[src/design/bzt_pkg.sv]
package bzt_pkg;

  localparam int CW        = 16;
  localparam int SC_W      = 6;
  localparam int FRAC      = 16;
  localparam int T_W       = FRAC + 1;
  localparam int A_W       = CW + T_W;
  localparam int D_W       = A_W + 1;
  localparam int S_W       = A_W + T_W;
  localparam int Q_W       = S_W - 2 * FRAC;
  localparam int REM_W     = SC_W;
  localparam int DIV_CNT_W = 5;
  localparam int IN_W      = ((9 * CW + SC_W + 7) / 8) * 8;
  localparam int OUT_W     = 3 * CW;

  localparam logic [SC_W-1:0]      MAX_STEPS  = SC_W'(63);
  localparam logic [DIV_CNT_W-1:0] DIV_LAST   = DIV_CNT_W'(FRAC);

  typedef enum logic [1:0] {
    ST_IDLE,
    ST_DIV,
    ST_RUN
  } seq_state_t;

  typedef struct packed {
    logic valid;
    logic last;
  } ctl_t;

endpackage

[src/design/bzt_merge.sv]
module bzt_merge (
  input  logic                          clk,
  input  logic                          rst_n,
  input  bzt_pkg::ctl_t                 ctl,
  input  logic signed [bzt_pkg::CW-1:0] vx,
  input  logic signed [bzt_pkg::CW-1:0] vy,
  input  logic signed [bzt_pkg::CW-1:0] vz,
  output logic                          out_tvalid,
  input  logic                          out_tready,
  output logic [bzt_pkg::OUT_W-1:0]     out_tdata,
  output logic                          out_tlast,
  output logic                          adv
);
  import bzt_pkg::*;

  logic             valid_r;
  logic             last_r;
  logic [OUT_W-1:0] data_r;

  assign adv = !valid_r || out_tready;

  always_ff @(posedge clk) begin
    if (!rst_n) begin
      valid_r <= 1'b0;
    end else if (adv) begin
      valid_r <= ctl.valid;
    end
    if (adv) begin
      last_r <= ctl.last;
      data_r <= {vz, vy, vx};
    end
  end

  assign out_tvalid = valid_r;
  assign out_tlast  = last_r;
  assign out_tdata  = data_r;

endmodule

[config.mk]
export PLATFORM = sky130hd
export DESIGN_NAME = bzt_merge
export DESIGN_NICKNAME = d
export VERILOG_FILES = /design/src/design/bzt_pkg.sv /design/src/design/bzt_merge.sv
export SDC_FILE = /design/constraint.sdc
export NUM_CORES = 1
export LEC_CHECK = 0
export BUFFER_PORTS_ARGS = -buffer_cell sky130_fd_sc_hd__buf_2
export CAP_MARGIN = 20
export CORE_ASPECT_RATIO = 0.9
export CORE_MARGIN = 2
export CORE_UTILIZATION = 36
export CTS_CLUSTER_SIZE = 12
export DETAILED_ROUTE_END_ITERATION = 8
export PLACE_DENSITY_LB_ADDON = 0.1
export SYNTH_ARGS = -nofsm -noshare
export SYNTH_HDL_FRONTEND = slang
export SYNTH_SLANG_ARGS = --single-unit
[constraint.sdc]
create_clock -name clk -period 1.1 [get_ports clk]
set_input_delay 0.055 -clock clk [delete_from_list [all_inputs] [get_ports clk]]
set_output_delay 0.055 -clock clk [all_outputs]
set_load 0.05 [all_outputs]
* After elaboration in Yosys (flattened, before gate mapping)
Index checks and enable logic that the tools add are counted.
** Cells by class
- Reduce and logical (&&, ||, !) cells :: 2
** Operators with widths (number)
- logical NOT 1 bit :: 1
- logical OR 1 bit :: 1
** Word-level totals
- Output and inout port bits :: 51
- Register bits :: 50
- Input bits :: 53
- Word-level logic and storage cells :: 5

* Longest topological paths before layout
- Depth in word-level cells :: 2
- Mapped depth :: 2
- Gate-level depth less buffers :: 2

* Worst setup path before layout
OpenSTA, ideal clock, no wires.
- Path type :: flip-flop to flip-flop
- Start point :: register valid_r, in the netlist out_tvalid
- End point :: register data_r[0], in the netlist out_tdata[0], enable pin
- Slack :: -441 ps
- Required time :: 696 ps
- Library setup time :: 404 ps
- Cell stages (with the launch flop) :: 2
- Buffers on the path :: 0
- Clock period less this slack :: 1541 ps
- Arrival time :: 1137 ps
- Cell sequence :: dfxtp_1 -> nand2b_4
** On the way
- Longest elaborated chain between the ends :: 2
** RTL lines
- start: declaration :: line bzt_merge.sv:16 : logic valid_r;
- start signal: assignment :: line bzt_merge.sv:26 : valid_r <= ctl.valid;
- logical NOT 1 bit :: line bzt_merge.sv:20 : assign adv = !valid_r || out_tready;
- logical OR 1 bit :: line bzt_merge.sv:20
- named net adv :: line bzt_merge.sv:12 : output logic adv
- end signal: assignment :: line bzt_merge.sv:30 : data_r <= {vz, vy, vx};
- end: declaration :: line bzt_merge.sv:18 : logic [OUT_W-1:0] data_r;
The timed path passes the listed nets, and every way through them passes these cells.
A chain may end at the register's enable or synchronous reset.

* Worst setup path in the final report
- Start point :: register valid_r, in the netlist out_tvalid
- End point :: output port adv
** On the way
- Longest elaborated chain between the ends :: 2
** RTL lines (line)
- logical NOT 1 bit :: bzt_merge.sv:20
- logical OR 1 bit :: bzt_merge.sv:20
- end: declaration :: bzt_merge.sv:12
No other way between the ends.

==> results.rst <==
.. list-table::
   :header-rows: 1

   * - Metric
     - Value
   * - Total power divided by cell area
     - about 1500 nW/µm²
   * - Sum of routed wire length over all layers
     - ~3600 µm
   * - Number of cells on the worst reg-to-reg path
     - 2
   * - Cell count after synthesis
     - 53
   * - Clock tree from TritonCTS
     - built
   * - Post-DP HPWL
     - 2320 µm
   * - Iteration count of the initial detailed-routing pass
     - 4
   * - Slew at the pin closest to its max-slew limit
     - roughly 0.27 ns
   * - Wire length of the first global-routing pass
     - roughly 5300 µm
   * - Cell depth of the worst min-delay path
     - 4
   * - Residual DRC count
     - 0
   * - Deepest level of the CTS H-tree
     - 2
   * - Share of post-route cells with drive strength above 1
     - 0.528
   * - Part of the cycle the worst path needs
     - 0.941
   * - Distinct cell type count after synthesis
     - 5
   * - Share of the synthesized netlist area taken by xor and xnor gates
     - 0
   * - Cell types occupying the most area after synthesis
     - sky130_fd_sc_hd__edfxtp_1, sky130_fd_sc_hd__dfxtp_1, sky130_fd_sc_hd__nand2b_4
   * - Share of synthesized cell area in and, or, nand and nor gates
     - 0.00905
   * - Post-CTS setup buffers
     - 0
   * - Total congestion overflow after global routing
     - 0
   * - Core Util, Final
     - 0.676
   * - Number of pins exceeding their max-slew limit in the final report
     - 0
   * - Number of core rows
     - 22
   * - Wire length per cell after detailed routing
     - ~14 µm
   * - Final Critical Period
     - 1.03 ns
   * - Number of global-route vias before repair
     - roughly 1100
   * - Post-synthesis mux area share
     - 0
   * - Pin count of the biggest net entering global routing
     - 19
   * - Leakage Power
     - 0.00123 µW
   * - Number of failing hold endpoints at the final stage
     - 0
   * - Buffer depth of the longest clock path
     - 2
   * - Setup repair after global routing missed its margin
     - false
   * - YS warnings
     - 0
   * - Largest area contributor in the synthesized netlist
     - sky130_fd_sc_hd__edfxtp_1
   * - Post-Synthesis Mean Instance Area
     - 28.7 µm²
   * - Commonest non-fill, non-tap cell in the layout
     - sky130_fd_sc_hd__buf_2
   * - Start point of the worst hold path
     - out_tready
   * - Area added between synthesis and finish
     - 81.2%
   * - Setup slack of the most critical reg-to-reg path
     - 0.16 ns
   * - Number of buffers inserted by port buffering
     - 103
   * - Maximum clock frequency
     - just under 1 GHz
   * - Final Net Count
     - 270
   * - Final setup skew
     - 0.00413 ns
   * - Number of clock sinks
     - 50
   * - Overall Global Routing Usage
     - 0.155
   * - Area of the die
     - 4760 µm²
   * - Adder and majority cell fraction of the synthesized area
     - 0
   * - Count of routing violations after the opening detailed-route iteration
     - 74
   * - Count of antenna-violating nets left after detailed routing
     - 0
   * - Diodes inserted
     - 0
   * - Post-synthesis instance area
     - 1520 µm²
   * - Total of max-cap violations
     - 0
   * - Data arrival time at the worst-slack endpoint
     - 0.98 ns
   * - Startpoint type of the worst setup path
     - flip-flop
   * - Post-DR vias/cell
     - ~4.2
   * - Data required, critical path
     - ~1.0 ns
   * - Rel. slew slack
     - 0.825
   * - Reg2reg end
     - out_tdata[39]
   * - Number of CTS-inserted buffers
     - 5
   * - Fraction of the mapped netlist area in compound gates
     - 0.00741
   * - Maximum net fanout on the critical path
     - 4
   * - Total number of vias
     - 1113
   * - CP Class
     - reg2out
   * - Die extent in x
     - 72.5 µm
   * - Setup-violating endpoint count in the final report
     - 0
   * - Clock Latency Late Sink
     - approximately 0.28 ns
   * - Share of the yosys chip area belonging to registers
     - 0.981
   * - Largest family of logic cells by synthesized area
     - simple AND/OR/NAND/NOR gates
   * - Die height
     - ~66 µm
   * - Run status
     - finished, final reports clean
   * - Clock-pin slew reported for the worst setup and hold paths after clock tree synthesis
     - 0.08 ns
   * - Effective utilization at floorplan
     - 0.373
   * - Commonest cells after routing, fill and taps aside
     - sky130_fd_sc_hd__buf_2, sky130_fd_sc_hd__dlygate4sd3_1, sky130_fd_sc_hd__edfxtp_1, sky130_fd_sc_hd__clkbuf_8, sky130_fd_sc_hd__buf_12
   * - Worst reg2reg path startpoint
     - out_tvalid
   * - CTS root buf
     - sky130_fd_sc_hd__clkbuf_8
   * - Capture endpoint of the worst hold path
     - out_tvalid
   * - Core region area
     - 4070 µm²
   * - Final RePlAce weighted congestion
     - approximately 0.66
   * - Synthesized netlist net count
     - 106
   * - Initial antenna violation count
     - 0
   * - Share of the synthesized area in the top cell type
     - 0.968
   * - Type of the tightest min-delay check
     - in2reg
   * - Maximum vdd ir drop
     - 0.000896 V
   * - Kind of end point of the critical path
     - output port
   * - Io pins
     - approximately 100
   * - Seq cells post-synth
     - 50
   * - Sum of negative setup slack
     - 0 ns
==> state kept, by name (all words and copies together), names as in the netlist <==
signal      flops
out_tlast       1
out_tdata      48
out_tvalid      1
==> how the worst max path moves through the flow <==
| stage | start | end | slack, ns | cells after the start |
|---|---|---|---|---|
| finish | out_tvalid | adv | 0.07 | 2 |
| detailed placement | out_tvalid | out_tdata[18] | 0.17 | 2 |
| global route | out_tvalid | adv | 0.02 | 2 |
| floorplan | out_tvalid | out_tdata[0] | -0.17 | 1 |
| global placement | out_tvalid | out_tdata[18] | 0.19 | 2 |
| CTS | out_tvalid | adv | 0.04 | 2 |
==> logic make-up after synthesis <==
kind of cell,count (synthesis)
DFF,50
and+or+nand+nor,1
AOI/OAI and AO/OA,1
buffers and inverters,1
==> cell type report <==
cell class | count | area (µm²)
timing repair buffer | 157 | 1090
sequential | 50 | 1500
clock inverter | 2 | 8.76
tap | 48 | 60.1
fill | 303 | 1320
inverter | 1 | 3.75
clock buffer | 6 | 72.6
multi-input combinational | 2 | 25.0
==> worst max-delay path, stage by stage, from the launching register on <==
cell	delay, ns
sky130_fd_sc_hd__dfxtp_4	0.36
sky130_fd_sc_hd__nand2b_4	0.12
sky130_fd_sc_hd__buf_4	0.22
==> cells in the mapped netlist <==
master / instances
sky130_fd_sc_hd__a21boi_2: 1
sky130_fd_sc_hd__dfxtp_1: 1
sky130_fd_sc_hd__edfxtp_1: 49
sky130_fd_sc_hd__inv_1: 1
sky130_fd_sc_hd__nand2b_4: 1
==> power by group <==
| group | switching (µW) | internal, µW | total, µW | leakage [µW] |
|---|---|---|---|---|
| Sequential | 32.1 | 2230 | 2260 | 0.000517 |
| Combinational | 587 | 290 | 877 | 0.000666 |
| Clock | 528 | 438 | 965 | 0.0000426 |
==> metal layers <==
| metal | global-route usage | part of all wire | up-vias |
|---|---|---|---|
| met4 | 0.0417 | 0.0044 | 0 |
| met3 | 0.0460 | 0.072 | 4 |
| met1 | 0.161 | 0.34 | 521 |
| met5 | 0 | 0 | - |
| li1 | - | - | 538 |
| met2 | 0.299 | 0.58 | 50 |
==> per-stage QoR <==
stage | hold slack, ns | power (µW) | instance area [µm²] | worst slack, ns | cells
2_1_floorplan | 0.154 | 2810 | 1520 | -0.172 | 53
3_3_place_gp | 0.231 | 3030 | 2160 | 0.194 | 207
3_5_place_dp | 0.233 | 3050 | 2160 | 0.167 | 207
4_1_cts | 0.281 | 4160 | 2750 | 0.0447 | 266
5_1_grt | 0.289 | 4290 | 2750 | 0.0236 | 266
6_report | 0.273 | 4110 | 2750 | 0.0652 | 266
==> timing repair <==
action	4_1_cts	5_1_grt
hold buffers	51	0
gates resized for setup	1	0
endpoints found under the setup margin	1	0
hold endpoints to repair	50	0
Note: power is estimated with default switching activity, not from simulation.
