## config.mk

```make
export PLATFORM = sky130hd
export DESIGN_NAME = bzt_lane
export DESIGN_NICKNAME = d
export VERILOG_FILES = /design/src/design/bzt_pkg.sv /design/src/design/bzt_lane.sv
export SDC_FILE = /design/constraint.sdc
export NUM_CORES = 2
export LEC_CHECK = 0
export ABC_AREA = 1
export BUFFER_PORTS_ARGS = -buffer_cell sky130_fd_sc_hd__buf_2
export CAP_MARGIN = 0
export CORE_MARGIN = 8
export CORE_UTILIZATION = 30
export CTS_BUF_LIST = sky130_fd_sc_hd__clkbuf_8
export DETAILED_ROUTE_END_ITERATION = 12
export PLACE_DENSITY = 0.56
export RECOVER_POWER = 100
export SETUP_SLACK_MARGIN = 0.1
export SLEW_MARGIN = 5
export SYNTH_ARGS = -nofsm -noshare
export SYNTH_HDL_FRONTEND = slang
export SYNTH_SLANG_ARGS = --single-unit
```

## constraint.sdc

```tcl
create_clock -name clk -period 16.8 [get_ports clk]
set_input_delay 1.68 -clock clk [delete_from_list [all_inputs] [get_ports clk]]
set_output_delay 1.68 -clock clk [all_outputs]
set_load 0.02 [all_outputs]
```

## src/design/bzt_pkg.sv

```systemverilog
package bzt_pkg;

  localparam int CW        = 16;
  localparam int SC_W      = 6;
  localparam int FRAC      = 16;
  localparam int T_W       = FRAC + 1;
  localparam int A_W       = CW + T_W;
  localparam int D_W       = A_W + 1;
  localparam int S_W       = A_W + T_W;
  localparam int Q_W       = S_W - 2 * FRAC;
  localparam int REM_W     = SC_W;
  localparam int DIV_CNT_W = 5;
  localparam int IN_W      = ((9 * CW + SC_W + 7) / 8) * 8;
  localparam int OUT_W     = 3 * CW;

  localparam logic [SC_W-1:0]      MAX_STEPS  = SC_W'(63);
  localparam logic [DIV_CNT_W-1:0] DIV_LAST   = DIV_CNT_W'(FRAC);

  typedef enum logic [1:0] {
    ST_IDLE,
    ST_DIV,
    ST_RUN
  } seq_state_t;

  typedef struct packed {
    logic valid;
    logic last;
  } ctl_t;

endpackage

```

## src/design/bzt_lane.sv

```systemverilog
module bzt_lane (
  input  logic                           clk,
  input  logic                           en,
  input  logic [bzt_pkg::T_W-1:0]        t_in,
  input  logic signed [bzt_pkg::CW-1:0]  p0,
  input  logic signed [bzt_pkg::CW-1:0]  p1,
  input  logic signed [bzt_pkg::CW-1:0]  p2,
  output logic signed [bzt_pkg::CW-1:0]  coord
);
  import bzt_pkg::*;

  localparam logic signed [Q_W-1:0] Q_HI = Q_W'((2 ** (CW - 1)) - 1);
  localparam logic signed [Q_W-1:0] Q_LO = -Q_HI - Q_W'(1);

  logic signed [CW:0]        d01, d12;
  logic signed [T_W:0]       ts1, ts3;
  logic signed [T_W+CW:0]    m01, m12;
  logic signed [A_W-1:0]     a_r, a_nxt, b_r, b_nxt, a2_r;
  logic [T_W-1:0]            t1_r, t2_r;
  logic signed [D_W-1:0]     d_r, d_nxt;
  logic signed [T_W+D_W-1:0] m_s;
  logic signed [S_W-1:0]     s_r, s_nxt;
  logic signed [S_W-1:0]     s_rnd;
  logic signed [Q_W-1:0]     q;

  // stage 1: A = P0 + t(P1-P0), B = P1 + t(P2-P1), scaled by 2^FRAC
  assign d01   = (CW+1)'(p1) - (CW+1)'(p0);
  assign d12   = (CW+1)'(p2) - (CW+1)'(p1);
  assign ts1   = $signed({1'b0, t_in});
  assign m01   = ts1 * d01;
  assign m12   = ts1 * d12;
  assign a_nxt = A_W'(m01) + (A_W'(p0) <<< FRAC);
  assign b_nxt = A_W'(m12) + (A_W'(p1) <<< FRAC);

  // stage 2
  assign d_nxt = D_W'(b_r) - D_W'(a_r);

  // stage 3: S = A + t(B-A), scaled by 2^(2*FRAC)
  assign ts3   = $signed({1'b0, t2_r});
  assign m_s   = ts3 * d_r;
  assign s_nxt = S_W'(m_s) + (S_W'(a2_r) <<< FRAC);

  always_ff @(posedge clk) begin
    if (en) begin
      a_r  <= a_nxt;
      b_r  <= b_nxt;
      t1_r <= t_in;
      d_r  <= d_nxt;
      a2_r <= a_r;
      t2_r <= t1_r;
      s_r  <= s_nxt;
    end
  end

  // round half up, then saturate
  assign s_rnd = s_r + (S_W'(1) <<< (2 * FRAC - 1));
  assign q     = s_rnd[S_W-1:2*FRAC];

  always_comb begin
    if (q > Q_HI) begin
      coord = CW'(Q_HI);
    end else if (q < Q_LO) begin
      coord = CW'(Q_LO);
    end else begin
      coord = CW'(q);
    end
  end

endmodule

```

Word level (Yosys, flattened, before mapping)
Cells that the tools add are included.

cells by class
  add/subtract/negate cells = 7
  multipliers = 3
  magnitude comparators = 2
  muxes and demuxes = 2

operators with widths
  cell                    count
  $add 33x32->33          2
  $mul 18x17->33          2
  $add 50x33->50 const B  1
  $add 50x49->50          1
  $mul 18x34->50          1
  $sub 16x16->17          2
  $sub 33x33->34          1
  $mux 16                 2
  $gt 18x16->1 const B    1
  $lt 18x16->1 const B    1

storage, ports and cells
  register bits = 217
  bits of input ports = 67
  output and inout bits = 16
  logic and storage cells = 21

Logic depth before layout (Yosys ltp)
  word-level depth = 4
  gate-level depth with buffers = 37
  gate-level depth less buffers = 37

Worst setup path after synthesis
Ideal clock, no wire load.

  path kind = input to register
  start = input p1[0] (netlist name)
  end = register a_r[23] (data pin)
  setup time = 0.262 ns
  arrival = 7.684 ns
  data required time = 16.538 ns
  slack = 8.854 ns
  stages = 25
  buffers on the path = 0
  cells stage by stage = inv_1 ha_1 fa_1 o21ai_1 nand2_1 xor2_1 clkinv_1 nor2_1 fa_1 fa_1 inv_1 fa_1 inv_1 fa_1 fa_1 inv_1 fa_1 inv_1 ha_1 a21oi_1 a21boi_0 o21ai_0 a21oi_1 o21bai_1 xor2_1

between the ends
  longest elaborated chain between the ends = 3

RTL lines
  item                  line            source
  from (decl)           bzt_lane.sv:6   input logic signed [bzt_pkg::CW-1:0] p1,
  $sub 16x16->17        bzt_lane.sv:27  assign d01 = (CW+1)'(p1) - (CW+1)'(p0);
  $mul 18x17->33        bzt_lane.sv:30  assign m01 = ts1 * d01;
  $add 33x32->33        bzt_lane.sv:32  assign a_nxt = A_W'(m01) + (A_W'(p0) <<< FRAC);
  via a_nxt[23]         bzt_lane.sv:18  logic signed [A_W-1:0] a_r, a_nxt, b_r, b_nxt, a2_r;
  to (signal assigned)  bzt_lane.sv:45  a_r <= a_nxt;
  to (decl)             bzt_lane.sv:18

The timed path passes the listed nets, and every way through them passes these cells.
A chain may end at the register's enable or synchronous reset.

Worst setup path in the final report
  start = input en
  end = register a2_r[26], enable pin

RTL lines
  item                  line            source
  from (decl)           bzt_lane.sv:3   input logic en,
  to (signal assigned)  bzt_lane.sv:49  a2_r <= a_r;
  to (decl)             bzt_lane.sv:18

No word-level cell between the ends.

==> impl_metrics.env <==
export IMPL_layout_common_cells="inv_1, nand2_1, fa_1"
export IMPL_start_util_pct=30.1
export IMPL_end_kind="register"
export IMPL_routed_top_layer="met4"
export IMPL_netlist_top_cells_area="fa_1, inv_1, ha_1, edfxtp_1, nand2_1"
export IMPL_preCtsSetupSlack_ns=7.44
export IMPL_synth_async_reset_ratio_pct=0
export IMPL_drive_above_1_share_pct=2.61
export IMPL_fp_dieW_um=433
export IMPL_max_freq_ghz=0.106
export IMPL_critPathLaunchType="primary input"
export IMPL_relSlewSlack_pct=-151
export IMPL_clock_skew_ns=0.0301
export IMPL_via_per_inst=4.67
export IMPL_ioPinCount=83
export IMPL_clkSinkCount=186
export IMPL_outcome="finished with violations"
export IMPL_cts_max_path_buffers=2
export IMPL_critPathMaxFanout=70
export IMPL_netlist_instances=6458
export IMPL_overflow=0
export IMPL_netlist_cell_type_count=47
export IMPL_io_buffers=82
export IMPL_hold_violations=0
export IMPL_core_area_um2=173000
export IMPL_cp_arrival_ns=9.52
export IMPL_num_rows=153
export IMPL_min_period_ns=9.42
export IMPL_clk_pin_slew_ns=0.10
export IMPL_via_count=40700
export IMPL_wl_met1_mm=68.6
export IMPL_cts_buffers=17
export IMPL_hpwl_mm=130
export IMPL_finalSetupViolations=0
export IMPL_postCtsHoldBufs=0
export IMPL_cpMostUsedCell="clkbuf_1"
export IMPL_die_h_um=433
export IMPL_ys_ff_latch=186
export IMPL_wirelength_mm=156
export IMPL_criticalPathCategory="in -> reg"
export IMPL_synth_largest_area_cell="fa_1"
export IMPL_place_inst=8684
export IMPL_nNetsFinal=7945
export IMPL_final_period_utilization_pct=56.1
export IMPL_grt_pass1_wl_mm=247
export IMPL_syn_area_um2=52100
export IMPL_ys_warn_count=0
export IMPL_firstDrtPassIters=5
export IMPL_cts_tree="yes"
export IMPL_synth_top_cell_area_share_pct=40.4
export IMPL_wl_per_cell_um=17.9
export IMPL_final_max_slew_viol_count=546
export IMPL_fill_cells=18600
export IMPL_synth_seq_area_share_pct=10.7
export IMPL_area_growth_pct=5.88
export IMPL_holdCritPathClass="reg -> reg"
export IMPL_worstPathCellList="clkbuf_1 -> clkbuf_1 -> clkbuf_1"
export IMPL_final_area_um2=55200
export IMPL_dieArea_um2=187000
export IMPL_grt_max_degree=71
export IMPL_syn_nets=8025
export IMPL_clk_latency_ns=0.57
export IMPL_gp_congestion=0.920
export IMPL_final_cells=8716
export IMPL_violations="max-capacitance violations, max-slew violations"
export IMPL_place_area_um2=54900
export IMPL_worstPathRequired_ns=16.90
export IMPL_synth_flop_cell="edfxtp_1"
export IMPL_tightest_slew_ns=3.76
export IMPL_antenna_found_initial=1
export IMPL_grt_usage_pct=16.8
export IMPL_critPathSlowestCell="clkbuf_1"
export IMPL_ant_nets=0
export IMPL_htree_levels=4
export IMPL_final_common_cell="inv_1"
export IMPL_remaining_drc_errors=0
export IMPL_maxCapViolations=18
export IMPL_synth_edf_count=186
export IMPL_dr_wl_met3_mm=8.53
export IMPL_drt_iter0_drc=2564
export IMPL_diodes=0
export IMPL_clock_root_buffer="clkbuf_8"
export IMPL_rsz0062_at_grt="no"
export IMPL_cts_setup_buffers=0
export IMPL_tns_ns=0
export IMPL_avgSynthCellArea_um2=8.07
export IMPL_slowest_delay_ns=2.59
export IMPL_ctsResizeCount=0
export IMPL_worst_slack_ns=7.38
export IMPL_grt_pass1_vias=44000
export IMPL_wl_met2_mm=74.4
## sequential cells by signal (all words and copies together) (netlist names)
| register | flops |
|---|---|
| t2_r | 17 |
| t1_r | 17 |
| b_r | 33 |
| s_r | 19 |
| a2_r | 33 |
| a_r | 33 |
| d_r | 34 |
## cell families (layout without fill, tap and decap cells)
| logic type | Yosys count | count (layout) | share of synthesized area [%] |
|---|---|---|---|
| simple gates | 2282 | 2282 | 17.6 |
| buf+inv | 1998 | 1931 | 14.5 |
| fa+ha+maj | 1500 | 1500 | 51.2 |
| compound gates | 378 | 378 | 4.04 |
| flops | 186 | 186 | 10.7 |
| xor+xnor | 114 | 114 | 1.96 |
## per-stage QoR
step           utilization [%]  hold WS [ns]
2_1_floorplan                -         0.400
3_3_place_gp              31.7         0.401
3_5_place_dp              31.7         0.405
4_1_cts                   31.9         0.425
5_1_grt                   31.9         0.434
6_report                  31.9         0.427
## path summary, 6_finish.rpt
check                      from                 end  slack [ns]  cells past startpoint
max reg2reg   d_r[33]$_DFFE_PP_   s_r[46]$_DFFE_PP_        9.92                     20
min          t1_r[15]$_DFFE_PP_  t2_r[15]$_DFFE_PP_        0.43                      0
min reg2reg  t1_r[15]$_DFFE_PP_  t2_r[15]$_DFFE_PP_        0.43                      0
max                          en  a2_r[26]$_DFFE_PP_        7.38                      3
## layer usage
layer,up-vias,GRT usage [%]
met5,-,0
met4,0,4.38
met3,233,2.11
met2,1175,29.1
met1,20600,22.2
li1,18700,-
## cells in the mapped netlist, types with 8 or more instances
library cell,n
a21o_1,20
a21oi_1,192
a31oi_1,10
buf_2,16
clkbuf_1,197
clkinv_1,8
edfxtp_1,186
fa_1,1053
ha_1,447
inv_1,1759
inv_2,8
nand2_1,1424
nand2_2,13
nand3_1,216
nand4_1,48
nor2_1,506
nor3_1,33
o21a_1,8
o21ai_0,96
o21bai_1,33
or2_2,15
xnor2_1,32
xor2_1,79
## worst max-delay path, delay by kind of cell
family	cells	cell delay (ns)
buffers and inverters	3	7.68
## layout make-up
| cell class | instances | area (µm²) | area share [%] |
|---|---|---|---|
| Timing Repair Buffer | 124 | 649 | 1.18 |
| Clock inverter | 15 | 184 | 0.333 |
| Clock buffer | 17 | 234 | 0.424 |
| Multi-Input combinational cell | 4274 | 39000 | 70.6 |
| Sequential cell | 186 | 5590 | 10.1 |
| Tap cell | 2325 | 2910 | 5.27 |
| Inverter | 1775 | 6660 | 12.1 |
Power is not shown: default switching activity piles up to over one toggle a cycle in this logic, so the estimate is an artifact.
