===== src/design/bzt_pkg.sv =====
package bzt_pkg;

  localparam int CW        = 16;
  localparam int SC_W      = 6;
  localparam int FRAC      = 16;
  localparam int T_W       = FRAC + 1;
  localparam int A_W       = CW + T_W;
  localparam int D_W       = A_W + 1;
  localparam int S_W       = A_W + T_W;
  localparam int Q_W       = S_W - 2 * FRAC;
  localparam int REM_W     = SC_W;
  localparam int DIV_CNT_W = 5;
  localparam int IN_W      = ((9 * CW + SC_W + 7) / 8) * 8;
  localparam int OUT_W     = 3 * CW;

  localparam logic [SC_W-1:0]      MAX_STEPS  = SC_W'(63);
  localparam logic [DIV_CNT_W-1:0] DIV_LAST   = DIV_CNT_W'(FRAC);

  typedef enum logic [1:0] {
    ST_IDLE,
    ST_DIV,
    ST_RUN
  } seq_state_t;

  typedef struct packed {
    logic valid;
    logic last;
  } ctl_t;

endpackage


===== src/design/bzt_seq.sv =====
module bzt_seq (
  input  logic                     clk,
  input  logic                     rst_n,
  input  logic                     in_tvalid,
  output logic                     in_tready,
  input  logic [bzt_pkg::SC_W-1:0] step_count,
  input  logic                     adv,
  output bzt_pkg::ctl_t            issue,
  output logic [bzt_pkg::T_W-1:0]  t_out
);
  import bzt_pkg::*;

  seq_state_t           state_r, state_nxt;
  logic [SC_W-1:0]      n_r, n_nxt;
  logic [DIV_CNT_W-1:0] cnt_r, cnt_nxt;
  logic [REM_W-1:0]     rem_r, rem_nxt;
  logic [T_W-1:0]       q_r, q_nxt;
  logic [SC_W-1:0]      k_r, k_nxt;
  logic [T_W-1:0]       t_r, t_nxt;
  logic [REM_W-1:0]     r_r, r_nxt;

  logic [SC_W-1:0]      n_clamp;
  logic [REM_W:0]       rem_sh;
  logic                 q_bit;
  logic [REM_W:0]       r_sum;
  logic                 r_ge;

  // step count of zero behaves as one
  always_comb begin
    n_clamp = (step_count == '0) ? SC_W'(1) : step_count;
    if (n_clamp > MAX_STEPS) begin
      n_clamp = MAX_STEPS;
    end
  end

  // restoring division of 2^FRAC by n, one quotient bit a cycle
  assign rem_sh = {rem_r, cnt_r == DIV_LAST};
  assign q_bit  = rem_sh >= {1'b0, n_r};

  // t advances by 2^FRAC/n with the remainder carried
  assign r_sum = {1'b0, r_r} + {1'b0, rem_r};
  assign r_ge  = r_sum >= {1'b0, n_r};

  always_ff @(posedge clk) begin
    if (!rst_n) begin
      state_r <= ST_IDLE;
    end else begin
      state_r <= state_nxt;
    end
    n_r   <= n_nxt;
    cnt_r <= cnt_nxt;
    rem_r <= rem_nxt;
    q_r   <= q_nxt;
    k_r   <= k_nxt;
    t_r   <= t_nxt;
    r_r   <= r_nxt;
  end

  always_comb begin
    state_nxt   = state_r;
    n_nxt       = n_r;
    cnt_nxt     = cnt_r;
    rem_nxt     = rem_r;
    q_nxt       = q_r;
    k_nxt       = k_r;
    t_nxt       = t_r;
    r_nxt       = r_r;
    in_tready   = 1'b0;
    issue.valid = 1'b0;
    issue.last  = 1'b0;
    unique case (state_r)
      ST_IDLE: begin
        // no beat is taken while reset is held
        in_tready = rst_n;
        if (in_tvalid && in_tready) begin
          n_nxt     = n_clamp;
          cnt_nxt   = DIV_LAST;
          rem_nxt   = '0;
          q_nxt     = '0;
          state_nxt = ST_DIV;
        end
      end
      ST_DIV: begin
        rem_nxt = q_bit ? REM_W'(rem_sh - {1'b0, n_r}) : REM_W'(rem_sh);
        q_nxt   = {q_r[T_W-2:0], q_bit};
        cnt_nxt = cnt_r - DIV_CNT_W'(1);
        if (cnt_r == '0) begin
          k_nxt     = '0;
          t_nxt     = '0;
          r_nxt     = REM_W'(n_r >> 1);
          state_nxt = ST_RUN;
        end
      end
      ST_RUN: begin
        issue.valid = adv;
        issue.last  = k_r == n_r;
        if (adv) begin
          k_nxt = k_r + SC_W'(1);
          r_nxt = r_ge ? REM_W'(r_sum - {1'b0, n_r}) : REM_W'(r_sum);
          t_nxt = t_r + q_r + T_W'(r_ge);
          if (k_r == n_r) begin
            state_nxt = ST_IDLE;
          end
        end
      end
      default: begin
        state_nxt = ST_IDLE;
      end
    endcase
  end

  assign t_out = t_r;

endmodule


===== config.mk =====
export PLATFORM = sky130hd
export DESIGN_NAME = bzt_seq
export DESIGN_NICKNAME = d
export VERILOG_FILES = /design/src/design/bzt_pkg.sv /design/src/design/bzt_seq.sv
export SDC_FILE = /design/constraint.sdc
export NUM_CORES = 1
export LEC_CHECK = 0
export BUFFER_PORTS_ARGS = -buffer_cell sky130_fd_sc_hd__buf_2
export CORE_MARGIN = 4
export CORE_UTILIZATION = 30
export DETAILED_ROUTE_END_ITERATION = 8
export PLACE_DENSITY = 0.55
export SYNTH_ARGS = -nofsm -noshare
export SYNTH_HDL_FRONTEND = slang
export SYNTH_SLANG_ARGS = --single-unit

===== constraint.sdc =====
create_clock -name clk -period 4.04 [get_ports clk]
set_input_delay 0.606 -clock clk [delete_from_list [all_inputs] [get_ports clk]]
set_output_delay 0.606 -clock clk [all_outputs]
set_load 0.005 [all_outputs]

== Yosys cells after proc, flatten, opt, wreduce, memory -nomap -nowiden ==
Index checks and enable logic that the tools add are counted.

* Flip-flop bits (word level): 65
* Output and inout port bits: 20
* Input bits: 10

* Equal/unequal tests: 8
* Reductions and logical operators: 10
* $add $sub $neg: 7
* Multiplexer cells: 25
* Magnitude comparators: 3

{| class="wikitable"
|+ Operator list
! operator !! count
|-
| $pmux 17 s2 || 2
|-
| $mux 17 || 3
|-
| $mux 6 || 8
|-
| $pmux 6 s2 || 3
|-
| $add 17x1->17 || 1
|-
| $add 17x17->17 || 1
|-
| $ge 7x6->1 || 2
|-
| $sub 6x6->6 || 2
|-
| $mux 2 || 5
|-
| $pmux 5 s2 || 1
|-
| $ne 2x2->1 const B || 4
|-
| $add 6x6->7 || 1
|-
| $add 6x1->6 const B || 1
|-
| $eq 6x6->1 || 1
|-
| $gt 6x6->1 const B || 1
|-
| $logic_not 6->1 || 1
|-
| $pmux 2 s3 || 1
|-
| $eq 5x5->1 const B || 1
|-
| $logic_not 5->1 || 1
|-
| $mux 5 || 1
|-
| $sub 5x1->5 const B || 1
|-
| $reduce_and 2->1 || 2
|-
| $reduce_and 4->1 || 1
|-
| $reduce_bool 2->1 || 2
|-
| 6 further kinds || 6
|}

== Longest topological paths before layout ==
* Depth in word-level cells: 5
* Depth in mapped cells: 19
* Mapped depth without buffers: 19

== Least setup slack after synthesis ==
No wires, ideal clock.

* Kind: flip-flop to flip-flop
* From: register rem_r[2]
* To: register t_r[16] (netlist: t_out[16]), data pin
* Data arrival time: 4147 ps
* Required time: 3845 ps
* Cell stages (with the launch flop): 18
* Path buffers: 0
* Setup slack: -302 ps
* Path through: edfxtp_1 ha_1 a21oi_1 a21boi_0 mux2i_1 or2_2 ha_1 o21a_1 o31a_1 nand2b_1 inv_1 fa_1 fa_1 nor2b_1 o211ai_1 a211oi_1 nor3_1 o311ai_0

* Word-level cells in the longest chain between the ends: 5

{| class="wikitable"
|+ RTL lines
! what !! line !! source
|-
| start, declared || bzt_seq.sv:16 || <nowiki>logic [REM_W-1:0] rem_r, rem_nxt;</nowiki>
|-
| start signal, assigned || bzt_seq.sv:52 || <nowiki>rem_r <= rem_nxt;</nowiki>
|-
| $add 6x6->7 || bzt_seq.sv:41 || <nowiki>assign r_sum = {1'b0, r_r} + {1'b0, rem_r};</nowiki>
|-
| $ge 7x6->1 || bzt_seq.sv:42 || <nowiki>assign r_ge = r_sum >= {1'b0, n_r};</nowiki>
|-
| $add 17x1->17 || bzt_seq.sv:100 || <nowiki>t_nxt = t_r + q_r + T_W'(r_ge);</nowiki>
|-
| $mux 17 || bzt_seq.sv:97 || <nowiki>if (adv) begin</nowiki>
|-
| $pmux 17 s2 || bzt_seq.sv:71 || <nowiki>unique case (state_r)</nowiki>
|-
| end signal, assigned || bzt_seq.sv:55 || <nowiki>t_r <= t_nxt;</nowiki>
|-
| end, declared || bzt_seq.sv:19 || <nowiki>logic [T_W-1:0] t_r, t_nxt;</nowiki>
|}

Every way passes these cells. The select of a mux whose other input is x is not followed.
A chain may end at the register's enable or synchronous reset.

== Final worst setup path ==
* From: register rem_r[0]
* To: register t_r[12] (netlist: t_out[12]), data pin

Same word-level chain as after synthesis.

==> results.toml <==
[floorplanning]
rows = 43
initial_core_util = 0.3099
coreArea_sq_um = 14040
die_h_um = 128.4
die_w_um = 128.4
ioPinCount = 30
dieArea_sq_um = 16500

[place]
routabilityCongestion = 0.8140
dpl_cell_area_sq_um = 4893
hpwl_um = 7600
pre_cts_ws_ns = -0.1974
io_buffers = 29

[run]
max_cap_violations = 0

[finish]
final_cell_area_sq_um = 5343
area_growth_pct = 22.77
final_core_util = 0.3805
drive_gt1_frac = 0.2112
fillers = 1357
multiInputGateArea_sq_um = 2430
antenna_cells = 0
seqCellArea_sq_um = 1932
nets = 528

[sta]
rsz0062_at_grt = "true"
hold_ws_ns = 0.4807
worst-slew-pin-transition_ns = 0.8047
report.final.slew_viol_count = 0
finalCritPeriodShare = 1.025
slew_headroom = 0.4590
max_freq_ghz = 0.2415
finClkSkew_ns = 0.005969
hold_viol_final = 0
worst_slack_ns = -0.1005
setup_viol = 3
period_minus_slack_ns = 4.141

[worst_setup_path]
r2r_start = "rem_r[0]$_SDFFCE_PN0P_"
cp_data_arrival_time_ns = 4.22
cp.depth = 19
worstSetupPathType = "reg2reg"
start_kind = "flip-flop"
crit_path_end_kind = "flip-flop"
cpMostUsedCell = "fa_2"
critPathMaxFanout = 4
setup.worst_path.start = "rem_r[0]$_SDFFCE_PN0P_"
worstPathRequired_ns = 4.12
crit_path_end = "t_out[12]$_SDFFCE_PP0P_"
rrSetupSlack_ns = -0.10
crit_chain = "ha_2 > inv_2 > fa_2 > nor2b_4 > o22ai_2 > xnor2_2 > ha_1 > o21a_1 > o31a_1 > nand2b_4 > inv_2 > fa_2 > fa_2 > nor2b_2 > o211ai_1 > a211oi_2 > buf_4 > o31a_1 > nor3_1"
slowest_stage = "edfxtp_1"
critPathMaxStageDelay_ns = 0.37
rr_worst_depth = 19
crit_family = "adder cells"
cp_num_buf_inv = 3
r2r_end = "t_out[12]$_SDFFCE_PP0P_"

[yosys]
yosys_warnings = 0
syn-instance-count = 425
ys_seq_area_frac = 0.4439
ys_seq_elements = 65
synth.most_common_cell = "edfxtp_1"
async_flop_share = 0
synthTopCellsByArea = "edfxtp_1 (43%), ha_1 (10%), o21ai_0 (2.8%), nor2_1 (2.7%), and2_1 (2.4%)"
ys.flop_type = "edfxtp_1"
syn_nets = 475
yosysUniqueCellTypes = 52
synth-edff-count = 63
synth_common_cells = "edfxtp_1 (63), ha_1 (35), nor2_1 (31), nand2_1 (25), o21ai_0 (24)"
synth.top_cell.area_share = 0.4347
syn-cell-area_sq_um = 4352
postSynthAreaPerCell_sq_um = 10.24
synth_area_leader_cell = "edfxtp_1"

[status]
violations = "negative setup slack"
status = "finished, violations left"

[global_routing]
antenna_found_initial = 0
grt_max_degree = 30
track_usage = 0.1278
grt_overflow_total = 0
grt_pass1_wl_um = 16770
grt_pass1_vias = 3351

[power_and_ir_drop]
power_density_nw_per_um2 = 381.7
total_power_mw = 2.039
ir_worst_vdd_mv = 0.1809
power_leakage_nw = 2.070

[clocking]
clock-root-buffer = "clkbuf_16"
clockBufferDepth = 2
clk_latency_ns = 0.33
cts_tree = "done"
cts_max_level = 3
clk_transition_reported_paths_ns = 0.06
numCtsBuffers = 9
cts_sinks = 65
hold_buffers = 0

[detailed_routing]
drt_iter0_markers = 207
wl_um = 10500
ant_nets = 0
routedWlPerCell_um = 15.83
vias = 3423
drt_drc_violations_left = 0
drt_pass1_iterations = 5
via_per_inst = 5.163

[min_path]
hp-class = "in2reg"
==> state kept, by name, summed over array words and instances, names as in the netlist <==
name     flops
state_r      2
q_r         17
r_r          6
k_r          6
t_out       17
cnt_r        5
n_r          6
rem_r        6
==> where the power goes <==
part | internal [mW] | leakage [nW] | switching [mW] | total [mW]
Combinational | 0.192 | 1.31 | 0.233 | 0.424
Clock | 0.533 | 0.150 | 0.291 | 0.824
Sequential | 0.773 | 0.606 | 0.0183 | 0.791
==> cell type report <==
type                       count  share of cell area
sequential                    65              0.3616
inverter                      22             0.01546
clock buffer                   9             0.04215
timing repair buffer          58             0.06792
multi-input combinational    322              0.4548
clock inverter                 7             0.01593
tap                          180             0.04215
==> what timing repair did <==
action / in CTS / in global routing
setup endpoints to repair: 3 / 10
pin swaps: 4 / 11
setup buffers: 1 / 4
gates resized for setup: 3 / 21
endpoints found under the hold margin: 0 / 0
==> layout by cell type (no fill, tap or decap), types with 3 or more instances in the layout <==
master	instances
nand2_1	25
nor2_1	30
nor3_1	14
ha_1	31
ha_4	3
buf_2	29
o21ai_0	23
nand4_1	4
o31a_1	7
nor2b_1	6
inv_1	19
xor2_1	10
and2_1	17
xnor2_1	10
nand2b_1	13
nor4_1	6
and3_1	5
or3_1	5
nand3_1	9
a21oi_1	13
a21o_1	5
nor4b_1	3
o21a_1	14
buf_4	29
inv_2	3
o221ai_1	3
o211ai_1	8
mux2i_1	3
fa_2	3
a211o_1	3
a211oi_1	4
edfxtp_1	63
clkbuf_16	9
==> per-layer routing <==
metal / vias to the layer above / routed length, um / track usage
met5: - / 0 / 0
met4: 0 / 179 / 0.04619
met3: 12 / 432 / 0.02781
met2: 61 / 4744 / 0.1983
met1: 1657 / 5142 / 0.1757
li1: 1693 / - / -
==> worst register-to-register path: cells and delay by family (launching register included) <==
kind | cells | cell delay (ns)
AND/OR/NAND/NOR | 4 | 0.48
adder cells (fa/ha/maj) | 5 | 1.57
flip-flops | 1 | 0.37
buffers and inverters | 3 | 0.27
XOR/XNOR | 1 | 0.15
AO/OA/AOI/OAI | 6 | 1.05
==> how the worst min path moves through the flow <==
| stage | end | cells past startpoint | start |
|---|---|---|---|
| global route | n_r[5]$_SDFFCE_PN1P_ | 1 | step_count[5] |
| finish | n_r[3]$_SDFFCE_PN1P_ | 1 | step_count[3] |
| detailed placement | q_r[14]$_SDFFCE_PN0P_ | 1 | q_r[13]$_SDFFCE_PN0P_ |
| global placement | q_r[14]$_SDFFCE_PN0P_ | 1 | q_r[13]$_SDFFCE_PN0P_ |
| floorplan | q_r[10]$_SDFFCE_PN0P_ | 1 | q_r[9]$_SDFFCE_PN0P_ |
| CTS | n_r[5]$_SDFFCE_PN1P_ | 1 | step_count[5] |
==> cell families after synthesis <==
logic type               share of synthesized area
adder cells (fa/ha/maj)                     0.1236
XOR/XNOR                                   0.04226
AND/OR/NAND/NOR                             0.1892
flip-flops                                  0.4439
multiplexers                              0.006901
buffers and inverters                      0.03364
AO/OA/AOI/OAI                               0.1604
==> stage by stage <==
stage	cells	TNS, ns
floorplan	425	0
global placement	642	-0.05873
detailed placement	642	-0.2700
CTS	659	0
global route	663	-1.267
finish	663	-0.2452
Power figures use the tool's default switching activity.
